## config.mk

```make
export PLATFORM = sky130hd
export DESIGN_NAME = multichannel_pulse_burst_counter
export DESIGN_NICKNAME = d
export VERILOG_FILES = /design/src/sv/mpbc_pkg.sv /design/src/sv/multichannel_pulse_burst_counter.sv
export SDC_FILE = /design/constraint.sdc
export NUM_CORES = 1
export LEC_CHECK = 0
export ABC_CLOCK_PERIOD_IN_PS = 11100
export BUFFER_PORTS_ARGS = -buffer_cell sky130_fd_sc_hd__buf_2
export CORE_UTILIZATION = 50
export CTS_CLUSTER_DIAMETER = 120
export CTS_CLUSTER_SIZE = 25
export DETAILED_ROUTE_END_ITERATION = 8
export PLACE_DENSITY = 0.7
export SYNTH_ARGS = -nofsm -noshare
export SYNTH_HDL_FRONTEND = slang
export SYNTH_SLANG_ARGS = --single-unit
```

## constraint.sdc

```tcl
create_clock -name clk -period 11.1 [get_ports clk]
set_clock_uncertainty 0.2 [all_clocks]
set_input_delay 2.22 -clock clk [delete_from_list [all_inputs] [get_ports clk]]
set_output_delay 2.22 -clock clk [all_outputs]
set_load 0.01 [all_outputs]
```

## src/sv/mpbc_pkg.sv

```systemverilog
`timescale 1ns / 1ps

package mpbc_pkg;

  localparam int Channels = 8;
  localparam int ChanW = 3;
  localparam int CountW = 16;
  localparam int RegIdxW = 2;
  localparam int InDataW = 8;
  localparam int OutDataW = 24;

  localparam logic [CountW-1:0] CountMax = '1;

  typedef enum logic [2:0] {
    PH_IDLE     = 3'd0,
    PH_SETUP    = 3'd1,
    PH_ACTIVE   = 3'd2,
    PH_INACTIVE = 3'd3,
    PH_WAIT     = 3'd4
  } phase_t;

  localparam logic [1:0] KIND_ACT = 2'd0;
  localparam logic [1:0] KIND_INACT = 2'd1;
  localparam logic [1:0] KIND_TICK = 2'd2;

  localparam logic [RegIdxW-1:0] REG_MIN_ACTIVE = 2'd0;
  localparam logic [RegIdxW-1:0] REG_MAX_ACTIVE = 2'd1;
  localparam logic [RegIdxW-1:0] REG_MAX_INACTIVE = 2'd2;

  localparam logic [CountW-1:0] MinActiveReset = 16'd50;
  localparam logic [CountW-1:0] MaxActiveReset = 16'd1000;
  localparam logic [CountW-1:0] MaxInactiveReset = 16'd500;

  typedef struct packed {
    phase_t            phase;
    logic [CountW-1:0] timer;
    logic [CountW-1:0] count;
  } chan_state_t;

  localparam chan_state_t ChanStateReset = '{phase: PH_IDLE, timer: '0, count: '0};

endpackage

```

## src/sv/multichannel_pulse_burst_counter.sv

```systemverilog
`timescale 1ns / 1ps

// A reporting transfer is registered into the work stage when it is accepted, and its
// result is loaded into the output register when that stage advances.
// Throughput: one transfer per cycle unless a report waits on m_tready, set by the per-channel read-modify-write on the
// state memory; a write is forwarded to a read of the same channel that follows it.
// Reset: rst clears all channels to idle with zero timer and count through
// per-entry valid bits, and restores the register reset values.
module multichannel_pulse_burst_counter (
  input  logic                            clk,
  input  logic                            rst,
  input  logic                            s_tvalid,
  output logic                            s_tready,
  input  logic [mpbc_pkg::InDataW-1:0]    s_tdata,   // [2:0] channel_index
  input  logic [1:0]                      s_tuser,   // [1:0] kind
  output logic                            m_tvalid,
  input  logic                            m_tready,
  output logic [mpbc_pkg::OutDataW-1:0]   m_tdata,   // [2:0] report_channel, [18:3] report_count
  input  logic                            cfg_we,
  input  logic [mpbc_pkg::RegIdxW-1:0]    cfg_addr,
  input  logic [mpbc_pkg::CountW-1:0]     cfg_wdata
);

  logic [mpbc_pkg::CountW-1:0] min_active_ticks;
  logic [mpbc_pkg::CountW-1:0] max_active_ticks;
  logic [mpbc_pkg::CountW-1:0] max_inactive_ticks;

  mpbc_pkg::chan_state_t state_mem [mpbc_pkg::Channels];
  logic [mpbc_pkg::Channels-1:0] entry_vld;

  logic                        s_accept;
  logic                        s1_valid;
  logic                        s1_adv;
  logic [mpbc_pkg::ChanW-1:0]  s1_ch;
  logic [1:0]                  s1_kind;
  mpbc_pkg::chan_state_t       rd_data;
  logic                        rd_vld;

  logic                        wr_valid;
  logic [mpbc_pkg::ChanW-1:0]  wr_ch;
  mpbc_pkg::chan_state_t       wr_data;

  mpbc_pkg::chan_state_t       cur;
  mpbc_pkg::chan_state_t       state_next;
  logic [mpbc_pkg::CountW-1:0] timer_inc;
  logic                        report;
  logic                        fwd_hit;

  logic [mpbc_pkg::ChanW-1:0]  in_ch;
  assign in_ch = s_tdata[mpbc_pkg::ChanW-1:0];

  always_ff @(posedge clk) begin
    if (rst) begin
      min_active_ticks <= mpbc_pkg::MinActiveReset;
      max_active_ticks <= mpbc_pkg::MaxActiveReset;
      max_inactive_ticks <= mpbc_pkg::MaxInactiveReset;
    end else if (cfg_we) begin
      case (cfg_addr)
        mpbc_pkg::REG_MIN_ACTIVE: min_active_ticks <= cfg_wdata;
        mpbc_pkg::REG_MAX_ACTIVE: max_active_ticks <= cfg_wdata;
        mpbc_pkg::REG_MAX_INACTIVE: max_inactive_ticks <= cfg_wdata;
        default: ;
      endcase
    end
  end

  assign s_tready = !s1_valid || s1_adv;
  assign s_accept = s_tvalid && s_tready;
  assign s1_adv = s1_valid && (!report || !m_tvalid || m_tready);

  always_ff @(posedge clk) begin
    if (rst) begin
      s1_valid <= 1'b0;
    end else if (s_accept) begin
      s1_valid <= 1'b1;
    end else if (s1_adv) begin
      s1_valid <= 1'b0;
    end
  end

  always_ff @(posedge clk) begin
    if (s_accept) begin
      s1_ch <= in_ch;
      s1_kind <= s_tuser;
      rd_data <= state_mem[in_ch];
      rd_vld <= entry_vld[in_ch];
    end
  end

  always_ff @(posedge clk) begin
    if (s1_adv) begin
      state_mem[s1_ch] <= state_next;
    end
  end

  always_ff @(posedge clk) begin
    if (rst) begin
      entry_vld <= '0;
      wr_valid <= 1'b0;
    end else if (s1_adv) begin
      entry_vld[s1_ch] <= 1'b1;
      wr_valid <= 1'b1;
    end
  end

  always_ff @(posedge clk) begin
    if (s1_adv) begin
      wr_ch <= s1_ch;
      wr_data <= state_next;
    end
  end

  assign fwd_hit = wr_valid && (wr_ch == s1_ch);

  always_comb begin
    if (fwd_hit) begin
      cur = wr_data;
    end else if (rd_vld) begin
      cur = rd_data;
    end else begin
      cur = mpbc_pkg::ChanStateReset;
    end
  end

  assign timer_inc = (cur.timer == mpbc_pkg::CountMax) ? cur.timer
                                                       : cur.timer + 1'b1;

  always_comb begin
    state_next = cur;
    case (cur.phase)
      mpbc_pkg::PH_SETUP: begin
        if (s1_kind == mpbc_pkg::KIND_INACT) begin
          state_next.phase = mpbc_pkg::PH_IDLE;
          state_next.timer = '0;
        end else if (s1_kind == mpbc_pkg::KIND_TICK) begin
          state_next.timer = timer_inc;
          if (timer_inc >= min_active_ticks) begin
            state_next.phase = mpbc_pkg::PH_ACTIVE;
            state_next.timer = '0;
          end
        end
      end
      mpbc_pkg::PH_ACTIVE: begin
        if (s1_kind == mpbc_pkg::KIND_INACT) begin
          if (cur.count != mpbc_pkg::CountMax) begin
            state_next.count = cur.count + 1'b1;
          end
          state_next.phase = mpbc_pkg::PH_INACTIVE;
          state_next.timer = '0;
        end else if (s1_kind == mpbc_pkg::KIND_TICK) begin
          state_next.timer = timer_inc;
          if (timer_inc >= max_active_ticks) begin
            state_next.phase = mpbc_pkg::PH_WAIT;
            state_next.timer = '0;
          end
        end
      end
      mpbc_pkg::PH_INACTIVE: begin
        if (s1_kind == mpbc_pkg::KIND_ACT) begin
          state_next.phase = mpbc_pkg::PH_SETUP;
          state_next.timer = '0;
        end else if (s1_kind == mpbc_pkg::KIND_TICK) begin
          state_next.timer = timer_inc;
          if (timer_inc >= max_inactive_ticks) begin
            state_next.phase = mpbc_pkg::PH_IDLE;
            state_next.timer = '0;
          end
        end
      end
      mpbc_pkg::PH_WAIT: begin
        if (s1_kind == mpbc_pkg::KIND_INACT) begin
          state_next.phase = mpbc_pkg::PH_IDLE;
          state_next.timer = '0;
        end
      end
      default: begin
        if (s1_kind == mpbc_pkg::KIND_ACT) begin
          state_next.count = '0;
          state_next.phase = mpbc_pkg::PH_SETUP;
          state_next.timer = '0;
        end
      end
    endcase
  end

  always_comb begin
    report = 1'b0;
    case (cur.phase)
      mpbc_pkg::PH_INACTIVE: begin
        report = s1_valid && (s1_kind == mpbc_pkg::KIND_TICK)
                 && (timer_inc >= max_inactive_ticks);
      end
      default: report = 1'b0;
    endcase
  end

  always_ff @(posedge clk) begin
    if (rst) begin
      m_tvalid <= 1'b0;
    end else if (s1_adv && report) begin
      m_tvalid <= 1'b1;
    end else if (m_tready) begin
      m_tvalid <= 1'b0;
    end
  end

  always_ff @(posedge clk) begin
    if (s1_adv && report) begin
      m_tdata <= {5'b0, cur.count, s1_ch};
    end
  end

`ifndef SYNTHESIS
  a_report_loaded: assert property (@(posedge clk) disable iff (rst)
    (s1_adv && report) |=> m_tvalid)
    else $error("reporting transfer did not load the output register");

  a_empty_stage_ready: assert property (@(posedge clk) disable iff (rst)
    !s1_valid |-> s_tready)
    else $error("input stalled while the work stage is empty");

  a_report_from_inactive: assert property (@(posedge clk) disable iff (rst)
    (s1_adv && report) |-> (cur.phase == mpbc_pkg::PH_INACTIVE
                            && state_next.phase == mpbc_pkg::PH_IDLE))
    else $error("report raised outside the end of an inactive gap");

  a_write_marks_valid: assert property (@(posedge clk) disable iff (rst)
    s1_adv |=> (entry_vld[wr_ch] && wr_valid))
    else $error("written channel entry not marked valid");
`endif

endmodule
```

==> impl_metrics.py <==
metrics = {
    "status": {
        "status": "finished clean",
    },
    "synthesis": {
        "async_flop_share_pct": 0,
        "synth_mux_area_share_pct": 12.0,
        "synthSimpleGateAreaFrac_pct": 8.93,
        "synth_compound_area_share_pct": 8.10,
        "synthAdderAreaFrac_pct": 3.17,
        "synth_cells": 1373,
        "synth-seq-area-share_pct": 63.4,
        "synth_top_family_by_area": "multiplexers",
        "syn_area_sq_mm": 0.0198,
        "synth_edf_count": 378,
        "synth_most_common_cell": "edfxtp_1",
        "synth_xor_area_share_pct": 1.25,
        "synth-main-ff-cell": "edfxtp_1",
        "synth_top_area_share_pct": 57.4,
        "ys_warn_count": 0,
        "synthTopCellsByArea": "edfxtp_1 (57%), mux4_2 (8.2%), dfxtp_1 (6.0%), ha_1 (3.2%), nand2_1 (2.7%)",
        "synth_area_leader_cell": "edfxtp_1",
        "ys_seq_elements": 437,
        "synth_cell_types": 85,
        "postSynthAreaPerCell_sq_um": 14.4,
        "synth_common_cells": "edfxtp_1 (378), nand2_1 (141), a21oi_1 (83)",
    },
    "sta": {
        "hold_violations": 0,
        "period_minus_slack_ns": 8.77,
        "fmax_mhz": 114,
        "finalCritPeriodShare_pct": 79.0,
        "slew_headroom_pct": 21.0,
        "setup_tns_ns": 0,
        "worst_pin_slew_ns": 1.19,
        "slew_viol_final": 0,
        "rsz0062_at_grt": "false",
        "setup_viol": 0,
    },
    "detailed_routing": {
        "routedWlPerCell_um": 21.1,
        "avgViaCountPerCell": 5.95,
        "drtIter0Drc": 962,
        "ant_nets": 0,
        "route.final.wire_length_um": 40800,
        "vias": 11515,
        "dr.pass1.iters": 5,
        "drc": 0,
    },
    "clocking": {
        "cts_resized": 0,
        "cts_sinks": 437,
        "cts_setup_buffers": 0,
        "htreeDepth": 1,
        "cts.hold.buffers_added": 0,
        "clock-root-buffer": "clkbuf_16",
        "clk_path_buf_depth": 3,
        "insertion_delay_ns": 0.55,
        "cts_made_buffers": 21,
        "clkTransAtPathRegs_ns": 0.10,
        "tritoncts": "built",
    },
    "grt": {
        "grt_max_degree": 66,
        "grt_pass1_wl_um": 65100,
        "antenna_found_initial": 0,
        "grt_overflow": 0,
        "track_usage_pct": 20.6,
        "grt_pass1_vias": 11585,
    },
    "placement": {
        "dp_hpwl_um": 25500,
        "portBuffers": 48,
        "place_area_sq_mm": 0.0206,
        "gp_congestion": 0.883,
    },
    "die": {
        "die_x_um": 201,
        "die-area_sq_mm": 0.0403,
        "core_sq_mm": 0.0388,
        "std_cell_rows": 72,
        "ios": 59,
        "start_util_pct": 50.9,
        "die_y_um": 201,
    },
    "cells_and_area": {
        "final_nets": 1486,
        "regArea_sq_mm": 0.0125,
        "final_util_pct": 54.5,
        "diodes": 0,
        "drive_above_1_share_pct": 18.5,
        "stdcell_area_sq_mm": 0.0212,
        "fillers": 3095,
        "multi_input_area_sq_mm": 0.00669,
        "syn_to_final_growth_pct": 7.14,
    },
    "worst_hold_path": {
        "hp-class": "reg2reg",
        "min_from": "max_active_ticks[10]",
        "hold_depth": 2,
        "hold_end": "max_active_ticks[10]",
    },
    "critical_path": {
        "timing.rr.end": "state_mem[1][28]",
        "worstPathArrival_ns": 6.35,
        "startpoint_type": "register",
        "critPathKind": "reg2out",
        "r2r_cells": 23,
        "timing.rr.start": "s1_ch[2]",
        "reg2reg_slack_ns": 2.83,
        "endpoint_kind": "primary output",
        "path_max_fanout": 52,
        "crit_required_ns": 8.68,
    },
    "flow_run": {
        "maxCapViolCount": 0,
    },
    "pwr": {
        "vdd_drop_max_mv": 0.105,
        "total_power_w": 0.00302,
        "p_per_area_mw_per_mm2": 143,
        "power.leakage_nw": 7.33,
    },
}
[cell families after synthesis]
group / after synthesis
buffers and inverters: 143
xor gates and xnor gates: 23
AOI/OAI and AO/OA: 232
adders and majority gates: 50
and+or+nand+nor: 351
muxes: 136
DFF: 437
other: 1
[per-layer routing]
| layer | up-vias | wire length (um) | part of all wire [%] | GRT usage [%] |
|---|---|---|---|---|
| li1 | 5287 | - | - | - |
| met4 | 0 | 672 | 1.6 | 4.63 |
| met1 | 5816 | 18400 | 45 | 29.7 |
| met3 | 49 | 2360 | 5.8 | 2.09 |
| met2 | 363 | 19400 | 48 | 34.0 |
| met5 | - | 0 | 0 | 0 |
[critical path, cell delays in order, from the launching register on]
cell,delay (ns)
edfxtp_1,0.63
xnor2_4,0.26
nand4_4,0.11
buf_4,0.35
and3_1,0.30
a21oi_1,0.36
inv_1,0.09
ha_1,0.31
nand4_1,0.17
nor3_1,0.08
mux2i_2,0.41
o221ai_2,0.22
or3_4,0.37
xor2_1,0.30
ha_1,0.32
a2111oi_0,0.43
nor3_1,0.13
a2111oi_4,0.49
nor2_2,0.13
nand4_1,0.16
buf_2,0.15
[state kept, by name, indices dropped and copies added, names as in the netlist]
register and cells:
min_active_ticks 16, wr_data 35, s1_kind 2, wr_valid 1
max_active_ticks 16, s1_ch 3, state_mem 280, entry_vld 8
s1_valid 1, wr_ch 3, m_tvalid 1, rd_data 35
max_inactive_ticks 16, m_tdata 19, rd_vld 1
[worst max path at each step]
stage | startpoint | end | slack, ns
after global placement | s1_ch[2] | s_tready | 2.99
after detailed placement | s1_ch[0] | state_mem[1][21] | 2.82
final | s1_ch[2] | s_tready | 2.33
after floorplan | s1_ch[2] | state_mem[2][0] | 2.44
after global routing | s1_ch[0] | s_tready | 1.70
after CTS | s1_ch[0] | s_tready | 2.30
[through the flow]
step / hold WS [ns] / setup slack [ns] / cells
detailed placement: 0.250 / 2.82 / 1898
CTS: 0.264 / 2.30 / 1936
floorplan: 0.227 / 2.44 / 1377
global route: 0.281 / 1.70 / 1936
global placement: 0.244 / 2.99 / 1898
finish: 0.264 / 2.33 / 1936
[layout make-up]
type / instances / share of cell area, %
flip-flops and latches: 437 / 59.2
multi-input cells: 797 / 31.6
well taps: 518 / 3.06
clock buffers: 36 / 2.75
repair buffers: 69 / 1.90
inverters: 77 / 1.37
clock inverters: 2 / 0.118
[power by group]
group / switching (W) / internal, W / total (W)
Combinational: 0.000186 / 0.000108 / 0.000294
Clock: 0.000492 / 0.000367 / 0.000859
Sequential: 0.0000251 / 0.00184 / 0.00187
[layout by cell type (no fill, tap or decap), types with 9 or more instances in the layout]
master | netlist | layout
o22ai_1 | 17 | 17
and3_1 | 22 | 22
clkbuf_16 | 0 | 21
o21ai_1 | 11 | 11
o21ai_0 | 29 | 29
nand2b_1 | 15 | 15
nor2_1 | 53 | 46
nand4_1 | 15 | 15
nand3_1 | 30 | 30
clkbuf_1 | 34 | 15
mux4_2 | 72 | 72
mux2i_1 | 15 | 14
nand3b_1 | 9 | 9
nor3_1 | 12 | 10
buf_2 | 7 | 46
a21oi_1 | 83 | 83
nand2_1 | 141 | 141
a211oi_1 | 10 | 10
xnor2_1 | 9 | 9
edfxtp_1 | 378 | 378
a211o_1 | 9 | 9
inv_1 | 77 | 77
xor2_1 | 11 | 11
nor2b_1 | 10 | 10
ha_1 | 50 | 50
mux2_2 | 41 | 41
buf_4 | 6 | 23
dfxtp_1 | 59 | 59
No activity file was read; power rests on OpenSTA's default activity.
